**src/rtl/core/tsn_pkg.sv**
```systemverilog
// Shared types, constants and threshold tables for the texel swizzle and
// normal renormalize pipeline. Depends on nothing; used by every module but tsn_checker.
`default_nettype none
package tsn_pkg;

   typedef enum logic [1:0] {
      MODE_RGB_OPAQUE = 2'd0,
      MODE_RGBA_SWAP  = 2'd1,
      MODE_NORMAL_AG  = 2'd2,
      MODE_NORMAL_RG  = 2'd3
   } mode_type;

   localparam mode_type ModeReset = MODE_RGBA_SWAP;

   localparam logic [63:0] EncScaleQ24 = 64'd2147475259;
   localparam logic [63:0] OneQ24      = 64'd16777216;
   localparam logic [48:0] ThrNever    = 49'h1_0000_0000_0001;
   localparam int          SearchSteps = 8;
   localparam logic [7:0]  ByteMid     = 8'd127;

   typedef logic [48:0] thr_sq_type;
   typedef thr_sq_type [255:0] thr_table_type;

   typedef struct packed {
      mode_type    mode;
      logic [7:0]  r;
      logic [7:0]  g;
      logic [7:0]  b;
      logic [7:0]  a;
      logic        sign_x;
      logic        sign_y;
      logic [15:0] csq_x;
      logic [15:0] csq_y;
      logic [17:0] len_sq;
      logic [7:0]  cnt_x;
      logic [7:0]  cnt_y;
   } item_type;

   // Entry j holds the squared Q24 magnitude at which the encoded byte moves
   // j steps away from the midpoint, for positive or negative components.
   function automatic thr_table_type build_thr(input logic neg);
      thr_table_type t;
      logic [63:0]   tb;
      logic [63:0]   thr;
      logic [63:0]   sq;
      int            b;
      for (int j = 0; j < 256; j++) begin
         if (j == 0) begin
            t[j] = '0;
         end else if ((!neg && j <= 128) || (neg && j <= 127)) begin
            b   = neg ? (128 - j) : (127 + j);
            tb  = ((64'(b) << 48) + EncScaleQ24 - 64'd1) / EncScaleQ24;
            thr = neg ? (OneQ24 - tb + 64'd1) : (tb - OneQ24);
            sq  = thr * thr;
            t[j] = sq[48:0];
         end else begin
            t[j] = ThrNever;
         end
      end
      return t;
   endfunction

   localparam thr_table_type ThrPos = build_thr(1'b0);
   localparam thr_table_type ThrNeg = build_thr(1'b1);

endpackage
`default_nettype wire

```
**src/rtl/core/tsn_pack.sv**
```systemverilog
// Output stage: turns search counts into bytes and arranges them by mode.
// Depends on tsn_pkg.
`default_nettype none
module tsn_pack (
   input  wire logic              clock,
   input  wire logic              reset,
   input  wire logic              advance,
   input  wire logic              in_valid,
   input  wire tsn_pkg::item_type item,
   output logic                   valid_ff,
   output logic [7:0]             r_ff,
   output logic [7:0]             g_ff,
   output logic [7:0]             b_ff,
   output logic [7:0]             a_ff
);
   logic [8:0] sum_x, sum_y;
   logic [7:0] enc_x, enc_y;
   logic [7:0] r_in, g_in, b_in, a_in;

   always_comb begin
      sum_x = item.sign_x ? 9'(tsn_pkg::ByteMid) - 9'(item.cnt_x)
                          : 9'(tsn_pkg::ByteMid) + 9'(item.cnt_x);
      sum_y = item.sign_y ? 9'(tsn_pkg::ByteMid) - 9'(item.cnt_y)
                          : 9'(tsn_pkg::ByteMid) + 9'(item.cnt_y);
      enc_x = sum_x[8] ? 8'hFF : sum_x[7:0];
      enc_y = sum_y[8] ? 8'hFF : sum_y[7:0];
      case (item.mode)
         tsn_pkg::MODE_RGB_OPAQUE: begin
            r_in = item.r; g_in = item.g; b_in = item.b; a_in = 8'hFF;
         end
         tsn_pkg::MODE_RGBA_SWAP: begin
            r_in = item.r; g_in = item.g; b_in = item.b; a_in = item.a;
         end
         tsn_pkg::MODE_NORMAL_AG: begin
            r_in = 8'd0; g_in = enc_y; b_in = 8'd0; a_in = enc_x;
         end
         default: begin
            r_in = enc_x; g_in = enc_y; b_in = 8'd0; a_in = 8'hFF;
         end
      endcase
   end

   always_ff @(posedge clock) begin
      if (reset) begin
         valid_ff <= 1'b0;
      end else if (advance) begin
         valid_ff <= in_valid;
      end
   end

   always_ff @(posedge clock) begin
      if (advance) begin
         r_ff <= r_in;
         g_ff <= g_in;
         b_ff <= b_in;
         a_ff <= a_in;
      end
   end
endmodule
`default_nettype wire

```
**config.mk**
```make
export PLATFORM = sky130hd
export DESIGN_NAME = tsn_pack
export DESIGN_NICKNAME = d
export VERILOG_FILES = /design/src/rtl/core/tsn_pkg.sv /design/src/rtl/core/tsn_pack.sv
export SDC_FILE = /design/constraint.sdc
export NUM_CORES = 1
export LEC_CHECK = 0
export BUFFER_PORTS_ARGS = -buffer_cell sky130_fd_sc_hd__clkbuf_2
export CAP_MARGIN = 20
export CELL_PAD_IN_SITES_DETAIL_PLACEMENT = 1
export CELL_PAD_IN_SITES_GLOBAL_PLACEMENT = 2
export CORE_MARGIN = 1.5
export CORE_UTILIZATION = 21
export CTS_CLUSTER_SIZE = 40
export DETAILED_ROUTE_END_ITERATION = 10
export PLACE_DENSITY_LB_ADDON = 0.1
export SETUP_SLACK_MARGIN = 0.3
export SLEW_MARGIN = 10
export SYNTH_ARGS = -nofsm -noshare
export SYNTH_HDL_FRONTEND = slang
export SYNTH_SLANG_ARGS = --single-unit
```
**constraint.sdc**
```tcl
create_clock -name clock -period 2.2 [get_ports clock]
set_input_delay 0.44 -clock clock [delete_from_list [all_inputs] [get_ports clock]]
set_output_delay 0.44 -clock clock [all_outputs]
set_load 0.02 [all_outputs]
```
## Yosys cells after proc, flatten, opt, wreduce, memory -nomap -nowiden

Index checks and enable logic that the tools add are counted.
W data, S select, Z words.

- Bits in registers: 33
- Bits of input ports: 106
- Logic and storage cells: 20
- Output and inout bits: 33

- Equal/unequal tests: 2
- Muxes and demuxes: 7
- Add/sub/neg operators: 4
- Reduce and logical (&&, ||, !) cells: 2

Operator list:

| operator | count |
|---|---|
| $pmux W8 S2 | 2 |
| $mux W8 | 3 |
| $add A7 B8 Y9 const A | 2 |
| $mux W9 | 2 |
| $sub A7 B8 Y9 const A | 2 |
| $eq A2 B1 Y1 const B | 1 |
| $eq A2 B2 Y1 const B | 1 |
| $logic_not A2 Y1 | 1 |
| $reduce_or A2 Y1 | 1 |

## Longest topological paths before layout

Gate-level depths: netlist of run 1.

- Depth after elaboration: 4
- Gate-level depth with buffers: 8
- Mapped depth without buffers: 6

## Least setup slack after synthesis of run 1

Ideal clock, no wire load.

- Path type: in2reg
- Start point: input item[101] in the netlist's numbering
- End point: register r_ff[6], data pin
- Buffers on the path: 2
- Data arrival time: 1.631 ns
- Cell stages on the path: 8
- Path slack: 0.304 ns
- Cells stage by stage: inv_1 -> ha_1 -> buf_2 -> or2_2 -> buf_2 -> nand2_1 -> o21ai_0 -> or3_1

- Word-level cells in the longest chain between the ends: 3
- Elaborated cells on any way between the ends: 5

Ends and longest elaborated chain:

| what | line | source |
|---|---|---|
| start: declaration | tsn_pack.sv:9 | `input wire tsn_pkg::item_type item,` |
| $eq A2 B1 Y1 / $logic_not A2 Y1 (equally long branches) | tsn_pack.sv:27 | `case (item.mode)` |
| $reduce_or A2 Y1 (no line) | - |  |
| $pmux W8 S2 (*) | tsn_pack.sv:27 |  |
| net r_in[6] | tsn_pack.sv:18 | `logic [7:0] r_in, g_in, b_in, a_in;` |
| end signal: assignment | tsn_pack.sv:53 | `r_ff <= r_in;` |
| end: declaration | tsn_pack.sv:11 | `output logic [7:0] r_ff,` |

The timed path passes the listed nets; every way through them passes the cells marked *.
A chain may end at the register's enable or synchronous reset.

## Worst setup path after layout of run 1

- Start point: input item[8] in the netlist's numbering
- End point: register a_ff[5], data pin

- Word-level cells in the longest chain between the ends: 4
- Elaborated cells on any way between the ends: 5

Ends and longest elaborated chain:

| what | line | source |
|---|---|---|
| $add A7 B8 Y9 / $sub A7 B8 Y9 (equally long branches) | tsn_pack.sv:22, tsn_pack.sv:21 |  |
| $mux W9 (*) | tsn_pack.sv:21 | `sum_x = item.sign_x ? 9'(tsn_pkg::ByteMid) - 9'(item.cnt_x)` |
| $mux W8 (*) | tsn_pack.sv:25 | `enc_x = sum_x[8] ? 8'hFF : sum_x[7:0];` |
| $pmux W8 S2 (*) | tsn_pack.sv:27 |  |
| net a_in[5] | tsn_pack.sv:18 |  |
| end signal: assignment | tsn_pack.sv:56 | `a_ff <= a_in;` |
| end: declaration | tsn_pack.sv:14 | `output logic [7:0] a_ff` |

Marked as above.

==> impl_metrics.csv, run 1 <==
group,metric,value,unit
run_status,outcome,"completed",
synth,ys.warnings.count,0,
synth,synth_area,1820,um2
clock_tree,cts_buffer_depth,2,
final_layout,utilization,30.9,%
worst_setup_path,path_max_fanout,6,
final_layout,drive_above_1_share,41.4,%
timing,setup_viol,0,
timing,finalCritPeriodShare,77.9,%
final_layout,nNetsFinal,379,
synth,synth_area_leaders,"edfxtp_1 53%, ha_1 4.1%, o21ai_0 3.6%",
clock_tree,cts_tree,"built",
pwr,power.leakage,0.00114,uW
clock_tree,htree_levels,2,
timing,tightest_slew,615,ps
timing,clock_skew,0,ps
worst_setup_path,worstPathRequired,2210,ps
timing,finalHoldViolations,0,
placed_design,hpwl,4240,um
timing,slew_headroom,59.0,%
placed_design,portBuffers,88,
final_layout,antennaDiodeCount,0,
synth,ys_ff_latch,33,
placed_design,dp.cells,365,
synth,synthCells,171,
synth,synth_top_area_share,52.8,%
timing,maxSlewViolCount,0,
detailed_routing,drt_iter0_markers,31,
detailed_routing,viasPerCell,4.37,
worst_setup_path,worstPathArrival,1730,ps
clock_tree,cts_buffers,5,
synth,synth_most_common_cell,"edfxtp_1",
synth,synth.distinct_cells,38,
synth,synthFlopType,"edfxtp_1",
global_route,track_usage,11.9,%
clock_tree,cts_root_buffer,"clkbuf_8",
worst_setup_path,rrSetupSlack,1610,ps
timing,fin_setup_tns,0,ps
global_route,grt.overflow.total,0,
worst_setup_path,end_kind,"flip-flop",
placed_design,globalplace.congestion,0.725,
die,die_w,96.1,um
detailed_routing,wl,5380,um
detailed_routing,via_count,1629,
synth,synth-seq-area-share,53.9,%
clock_tree,clkTransAtPathRegs,70,ps
worst_setup_path,critPathKind,"input port to flip-flop",
global_route,grt_max_degree,22,
global_route,grt_pass1_wl,8070,um
detailed_routing,drc,0,
timing,rsz0062_at_grt,"false",
final_layout,layoutNonFillerInstCount,373,
synth,syn_area_per_cell,10.6,um2
detailed_routing,first_pass_iters,4,
die,core_region_area,8300,um2
pwr,vdd_drop_max,0.332,mV
die,start_util,21.9,%
synth,yosys-top-cells-count,"32 x edfxtp_1, 17 x nand2_1, 14 x nor2_1",
die,die_y,96.1,um
global_route,grt_pass1_vias,1573,
worst_setup_path,cp-start-kind,"input port",
clock_tree,cts.sinks,33,
run,maxCapViolations,0,
timing,fin_crit,1710,ps
die,io-pin-count,139,
pwr,p_total,1850,uW
synth,yosys.area.top_type,"edfxtp_1",
global_route,antenna_found_initial,0,
timing,whs,304,ps
synth,syn_nets,283,
pwr,p_per_area,723,nW/um2
detailed_routing,wire_per_inst,14.4,um
synth,async_flop_share,0,%
synth,synth_edf_count,32,
timing,fmax,583,MHz
die,row_count,33,
detailed_routing,antenna_left,0,
final_layout,syn_to_final_growth,40.9,%
die,dieArea,9240,um2
clock_tree,clock_latency,280,ps
worst_hold_path,hold_class,"input port to flip-flop",
==> routing by layer <==
metal,share of wire (%),GRT usage [%],up-vias
met3,7.1,2.21,4
li1,-,-,812
met1,45,15.0,758
met5,0,0,-
met2,47,20.2,55
met4,0.95,4.41,0
==> registers in the layout (all words and copies together), names as in the netlist <==
signal / count
valid_ff: 1
r_ff: 8
a_ff: 8
g_ff: 8
b_ff: 8
==> cells in the final DEF (no fill, tap or decap), drive strengths merged, types with 2 or more instances in the layout <==
cell,instances
clkbuf,93
xnor2,7
a21oi,8
nand3,2
o21ai,14
nand2,17
a31oi,3
a21o,2
nor3b,3
a221oi,2
edfxtp,32
bufinv,2
buf,9
and2,8
ha,6
xor2,2
nor2,14
o22a,6
nor4,2
mux2i,4
inv,12
nor3,4
==> layout make-up <==
cell class / instances / area [um2]
Fill cell: 1000 / 5730
Tap cell: 105 / 131
Inverter: 12 / 45.0
Clock inverter: 3 / 65.1
Clock buffer: 5 / 68.8
Timing Repair Buffer: 97 / 508
Sequential cell: 33 / 981
Multi-Input combinational cell: 118 / 766
==> where the power goes <==
part           total, uW  switching, uW  leakage (uW)  internal, uW
clock                688            238     0.0000681           450
combinational        386            235      0.000752           151
sequential           781           16.3      0.000321           764
total               1850            489       0.00114          1370
==> repair_timing <==
action | in CTS | in global routing
resized for setup | 0 | 1
endpoints found under the setup margin | 0 | 1
buffers inserted | 0 | 0
hold buffers | 0 | 0
==> cells by family (layout without fill, tap and decap cells) <==
logic type | count (synthesis) | after routing | synth area share (%)
mux | 4 | 4 | 2.20
xor+xnor | 9 | 9 | 4.33
fa+ha+maj | 6 | 6 | 4.12
flops | 33 | 33 | 53.9
compound gates | 42 | 42 | 15.2
buf+inv | 20 | 117 | 4.40
simple gates | 57 | 57 | 15.9
==> per-stage QoR <==
stage          setup slack [ps]  area (um2)
3_5_place_dp                131        2420
4_1_cts                     444        2560
2_1_floorplan               304        1820
3_3_place_gp               83.3        2420
5_1_grt                     327        2560
6_report                    486        2560
==> worst max-delay path, cell delays in order <==
cell	delay, ps
clkbuf_2	120
inv_1	80
ha_1	150
nor3b_2	220
buf_4	160
a21oi_1	140
a221oi_1	280
o21ai_0	140
==> worst paths after layout <==
check	start	depth (start not counted)	end
max	item[8]	8	a_ff[5]
min	reset	2	valid_ff
max reg2reg	valid_ff	2	valid_ff
min reg2reg	valid_ff	2	valid_ff
(Power assumes the default switching activity.)
==> run 2: changes to the inputs <==
==> constraint.sdc (replaced) <==
create_clock -name clock -period 1.6 [get_ports clock]
set_input_delay 0.32 -clock clock [delete_from_list [all_inputs] [get_ports clock]]
set_output_delay 0.32 -clock clock [all_outputs]
set_load 0.02 [all_outputs]
==> run 2 against run 1 <==
Worst hold slack worse by 120 ps. Cell area is 21% higher. Sequential share of layout area is 6.5 points lower. Global-route usage is 0.33 points higher. Sequential cell count stayed put. Largest power group unchanged.
==> impl_metrics.csv, run 2 (synthesis gave the netlist of run 1 again) <==
group,metric,value,unit
run_status,outcome,"completed",
worst_setup_path,worstPathRequired,1630,ps
pwr,p_int,1670,uW
timing,postLayoutSetupSlackWorst,178,ps
detailed_routing,first_pass_iters,4,
final_layout,drive_above_1_share,57.0,%
global_route,grt_pass1_wl,8440,um
clock_tree,cts_root_buffer,"clkbuf_8",
pwr,p_total,2370,uW
pwr,vdd_drop_max,0.245,mV
detailed_routing,drc,0,
timing,finalCritPeriodShare,88.9,%
worst_setup_path,reg2reg_to,"valid_ff",
global_route,grt.overflow.total,0,
timing,slew_headroom,79.6,%
final_layout,layoutNonFillerInstCount,407,
final_layout,final_cell_mix,"82 x clkbuf_2, 38 x buf_4, 32 x edfxtp_1",
placed_design,portBuffers,88,
detailed_routing,wl_met1,2340,um
worst_setup_path,startpoint,"item[8]",
timing,rsz0062_at_grt,"true",
worst_setup_path,crit_end,"r_ff[6]",
detailed_routing,wire_per_inst,13.6,um
die,die_y,96.1,um
pwr,comb_power_share,29.1,%
pwr,p_seq_share,45.4,%
placed_design,hpwl,4500,um
die,io-pin-count,139,
final_layout,fill_cells,990,
global_route,grt_max_degree,34,
run,maxCapViolations,0,
global_route,antenna_found_initial,0,
final_layout,multi_input_area,935,um2
timing,fmax,703,MHz
final_layout,final_common_cell,"clkbuf_2",
detailed_routing,antenna_left,0,
pwr,switching_share,29.6,%
worst_setup_path,r2r.worst_path.cells,2,
worst_setup_path,end_kind,"flip-flop",
pwr,pwr-share-clk,25.6,%
placed_design,globalplace.congestion,0.755,
timing,fin_crit,1420,ps
clock_tree,clock_latency,280,ps
die,dieArea,9240,um2
clock_tree,cts_buffers,5,
pwr,p_per_area,767,nW/um2
clock_tree,htree_levels,2,
final_layout,regArea,981,um2
timing,maxSlewViolCount,0,
die,core_region_area,8300,um2
final_layout,syn_to_final_growth,69.8,%
worst_setup_path,worstPathArrival,1450,ps
die,die_w,96.1,um
final_layout,nNetsFinal,413,
clock_tree,clkTransAtPathRegs,70,ps
detailed_routing,highest_layer,"met4",
worst_hold_path,hold_class,"input port to flip-flop",
detailed_routing,wl,5550,um
pwr,power.leakage,0.00136,uW
worst_setup_path,cp-start-kind,"input port",
detailed_routing,via_count,1772,
die,row_count,33,
detailed_routing,viasPerCell,4.35,
clock_tree,cts_tree,"built",
placed_design,dp.cells,394,
timing,clock_skew,0,ps
die,start_util,21.9,%
global_route,grt_pass1_vias,1736,
pwr,netSwitchingPower,701,uW
global_route,track_usage,12.3,%
timing,tightest_slew,298,ps
worst_setup_path,path_max_fanout,4,
timing,whs,182,ps
placed_design,pre_cts_slack,-254,ps
clock_tree,cts.sinks,33,
detailed_routing,drt_iter0_markers,32,
worst_setup_path,critPathKind,"input port to flip-flop",
timing,setup_viol,0,
clock_tree,cts_buffer_depth,2,
worst_setup_path,r2r-start,"valid_ff",
worst_setup_path,rrSetupSlack,1030,ps
detailed_routing,dr_wl_met3,311,um
detailed_routing,wl_met2,2800,um
timing,finalHoldViolations,0,
final_layout,antennaDiodeCount,0,
## run 2: cell count changes in the layout (fill, tap and decap cells not counted), sizes merged
| cell | delta |
|---|---|
| inv | -1 |
| clkbuf | -2 |
| buf | +37 |
| clkinv | +2 |
| bufinv | -2 |
## run 2: critical path, stage by stage
cell       delay [ps]
clkbuf_16         140
inv_12             50
ha_4              120
nor3b_4           270
a21oi_2           110
and3_1            150
or3_1             300
## run 2: how the worst min path moves through the flow
stage | end | start | cells after the start
after floorplan | valid_ff | reset | 1
after global placement | valid_ff | valid_ff | 2
after detailed placement | valid_ff | reset | 2
after CTS | valid_ff | reset | 2
after global routing | valid_ff | reset | 2
final | valid_ff | reset | 2
## run 2: stage by stage
stage	util [%]	instance area, um2	TNS [ps]
floorplan	-	1940	-25.1
global placement	33.5	2780	-3370
detailed placement	33.5	2780	-3340
CTS	36.3	3010	0
global route	37.3	3090	0
finish	37.3	3090	0
## run 2: cell type report
| class | instances | share of cell area [%] |
|---|---|---|
| Clock buffer | 6 | 2.35 |
| Clock inverter | 2 | 0.324 |
| Inverter | 12 | 2.83 |
| Multi-Input combinational cell | 118 | 30.2 |
| Sequential cell | 33 | 31.7 |
| Tap cell | 105 | 4.25 |
| Timing Repair Buffer | 131 | 28.3 |
## run 2: layer usage
layer / global-route usage [%] / vias to the layer above
met3: 1.82 / 8
li1: - / 885
met4: 5.15 / 0
met2: 21.3 / 56
met5: 0 / -
met1: 15.0 / 823
## run 2: timing repair
| item | in CTS | in global routing |
|---|---|---|
| pin swaps | 11 | 10 |
| setup buffers | 3 | 2 |
| cloned | 0 | 0 |
| hold buffers | 0 | 0 |
| gates resized for setup | 24 | 19 |
| setup endpoints to repair | 23 | 24 |
## run 2: power groups by stage
| stage | logic, uW | registers [uW] | clock network (uW) |
|---|---|---|---|
| 2_1_floorplan | 206 | 1210 | 0 |
| 3_3_place_gp | 636 | 1090 | 0 |
| 3_5_place_dp | 638 | 1100 | 0 |
| 4_1_cts | 678 | 1080 | 640 |
| 5_1_grt | 756 | 1080 | 677 |
| 6_report | 689 | 1080 | 606 |
==> run 3: changes to the inputs <==
==> constraint.sdc (replaced) <==
create_clock -name clock -period 1.6 [get_ports clock]
set_input_delay 0.16 -clock clock [delete_from_list [all_inputs] [get_ports clock]]
set_output_delay 0.16 -clock clock [all_outputs]
set_load 0.02 [all_outputs]
==> run 3 against run 2 <==
Cell area decreased by 11%. Clock power about the same. Clock skew is the same. Highest routed layer unchanged. Utilization fell by 4.0 points. Sequential cell count unchanged. Critical endpoint is now r_ff[5]. Setup slack gained 150 ps. Count of clock-buffer cells in the layout did not move.
==> impl_metrics.csv, run 3 (synthesis gave the netlist of run 1 again) <==
group,metric,value,unit
run_status,outcome,"completed",
clock_tree,clock_latency,280,ps
timing,setup_viol,0,
clock_tree,postCtsHoldBufs,0,
placed_design,hpwl,4270,um
timing,slew_headroom,74.7,%
detailed_routing,drc,0,
worst_setup_path,end_kind,"flip-flop",
die,die_w,96.1,um
worst_setup_path,critPathKind,"input port to flip-flop",
final_layout,nNetsFinal,392,
final_layout,syn_to_final_growth,51.5,%
final_layout,fill_cells,972,
placed_design,portBuffers,88,
timing,finalHoldViolations,0,
clock_tree,cts.sinks,33,
timing,tightest_slew,376,ps
timing,fin_crit,1270,ps
timing,finalCritPeriodShare,79.4,%
die,io-pin-count,139,
placed_design,pre_cts_slack,-85.7,ps
die,row_count,33,
die,start_util,21.9,%
placed_design,globalplace.congestion,0.749,
timing,clock_skew,0,ps
clock_tree,htree_levels,2,
worst_setup_path,path_max_fanout,3,
die,core_region_area,8300,um2
pwr,p_per_area,826,nW/um2
final_layout,antennaDiodeCount,0,
global_route,grt.overflow.total,0,
timing,rsz0062_at_grt,"true",
final_layout,layoutNonFillerInstCount,386,
worst_hold_path,hold_class,"input port to flip-flop",
clock_tree,cts_buffers,5,
pwr,p_int,1610,uW
placed_design,dp.cells,377,
run,maxCapViolations,0,
detailed_routing,viasPerCell,4.25,
pwr,comb_power_share,26.3,%
final_layout,drive_above_1_share,47.7,%
final_layout,final_common_cell,"clkbuf_2",
pwr,pwr-share-clk,26.6,%
global_route,track_usage,11.8,%
detailed_routing,wire_per_inst,13.6,um
global_route,antenna_found_initial,0,
clock_tree,cts_root_buffer,"clkbuf_8",
final_layout,utilization,33.2,%
detailed_routing,drt_iter0_markers,57,
clock_tree,cts_buffer_depth,2,
clock_tree,cts_tree,"built",
die,die_y,96.1,um
detailed_routing,via_count,1640,
worst_setup_path,rrSetupSlack,1020,ps
pwr,power.leakage,0.00121,uW
timing,fmax,788,MHz
global_route,grt_pass1_wl,8050,um
worst_setup_path,cp-start-kind,"input port",
detailed_routing,wl,5260,um
pwr,vdd_drop_max,0.322,mV
detailed_routing,antenna_left,0,
worst_setup_path,worstPathArrival,1290,ps
clock_tree,clkTransAtPathRegs,70,ps
worst_setup_path,worstPathRequired,1620,ps
pwr,p_seq_share,47.1,%
global_route,grt_pass1_vias,1599,
timing,maxSlewViolCount,0,
final_layout,final_cell_mix,"85 x clkbuf_2, 32 x edfxtp_1, 21 x buf_4",
die,dieArea,9240,um2
detailed_routing,first_pass_iters,4,
pwr,netSwitchingPower,672,uW
pwr,switching_share,29.5,%
timing,postLayoutSetupSlackWorst,330,ps
global_route,grt_max_degree,34,
-- run 3: cell count changes in the layout (fill, tap and decap cells not counted), sizes merged --
| cell | change |
|---|---|
| clkbuf | +1 |
| buf | -22 |
-- run 3: metrics by stage --
step,TNS (ps),hold WS [ps],area [um2],power [uW]
after floorplan,0,232,1910,1400
after global placement,-393,323,2600,1680
after detailed placement,-256,324,2600,1680
after CTS,0,17.3,2710,2300
after global routing,0,25.6,2760,2420
final,0,26.1,2760,2280
-- run 3: worst max-delay path: stages --
cell and delay, ps:
buf_8 110, buf_4 130, or4_4 440, o21ai_2 190, xnor2_2 150, a31oi_1 110
-- run 3: worst paths after layout --
| check | startpoint | end | cells past startpoint |
|---|---|---|---|
| max reg2reg | valid_ff | valid_ff | 2 |
| max | item[9] | r_ff[5] | 6 |
| min reg2reg | valid_ff | valid_ff | 2 |
| min | reset | valid_ff | 2 |
-- run 3: area by class of cell --
type	instances	area, um2	share of cell area, %
clock buffer	6	72.6	2.63
clock inverter	2	10.0	0.363
inverter	12	75.1	2.72
multi-input combinational	118	848	30.7
sequential	33	981	35.6
tap	105	131	4.76
timing repair buffer	110	641	23.2
-- run 3: power groups by stage --
stage | Combinational, uW | Sequential (uW) | Clock (uW)
floorplan | 197 | 1210 | 0
global placement | 589 | 1090 | 0
detailed placement | 589 | 1090 | 0
CTS | 596 | 1080 | 633
global route | 663 | 1080 | 669
finish | 599 | 1070 | 606
-- run 3: per-layer routing --
metal	global-route usage [%]	vias to the layer above	share of wire, %
met5	0	-	0
met4	3.68	0	1.1
met3	2.53	4	7.0
met2	19.9	52	48
met1	14.8	746	44
li1	-	838	-
-- run 3: timing repair --
action / 4_1_cts / 5_1_grt
resized for setup: 6 / 12
pin swaps: 2 / 4
endpoints found under the setup margin: 5 / 17
setup buffers: 0 / 1
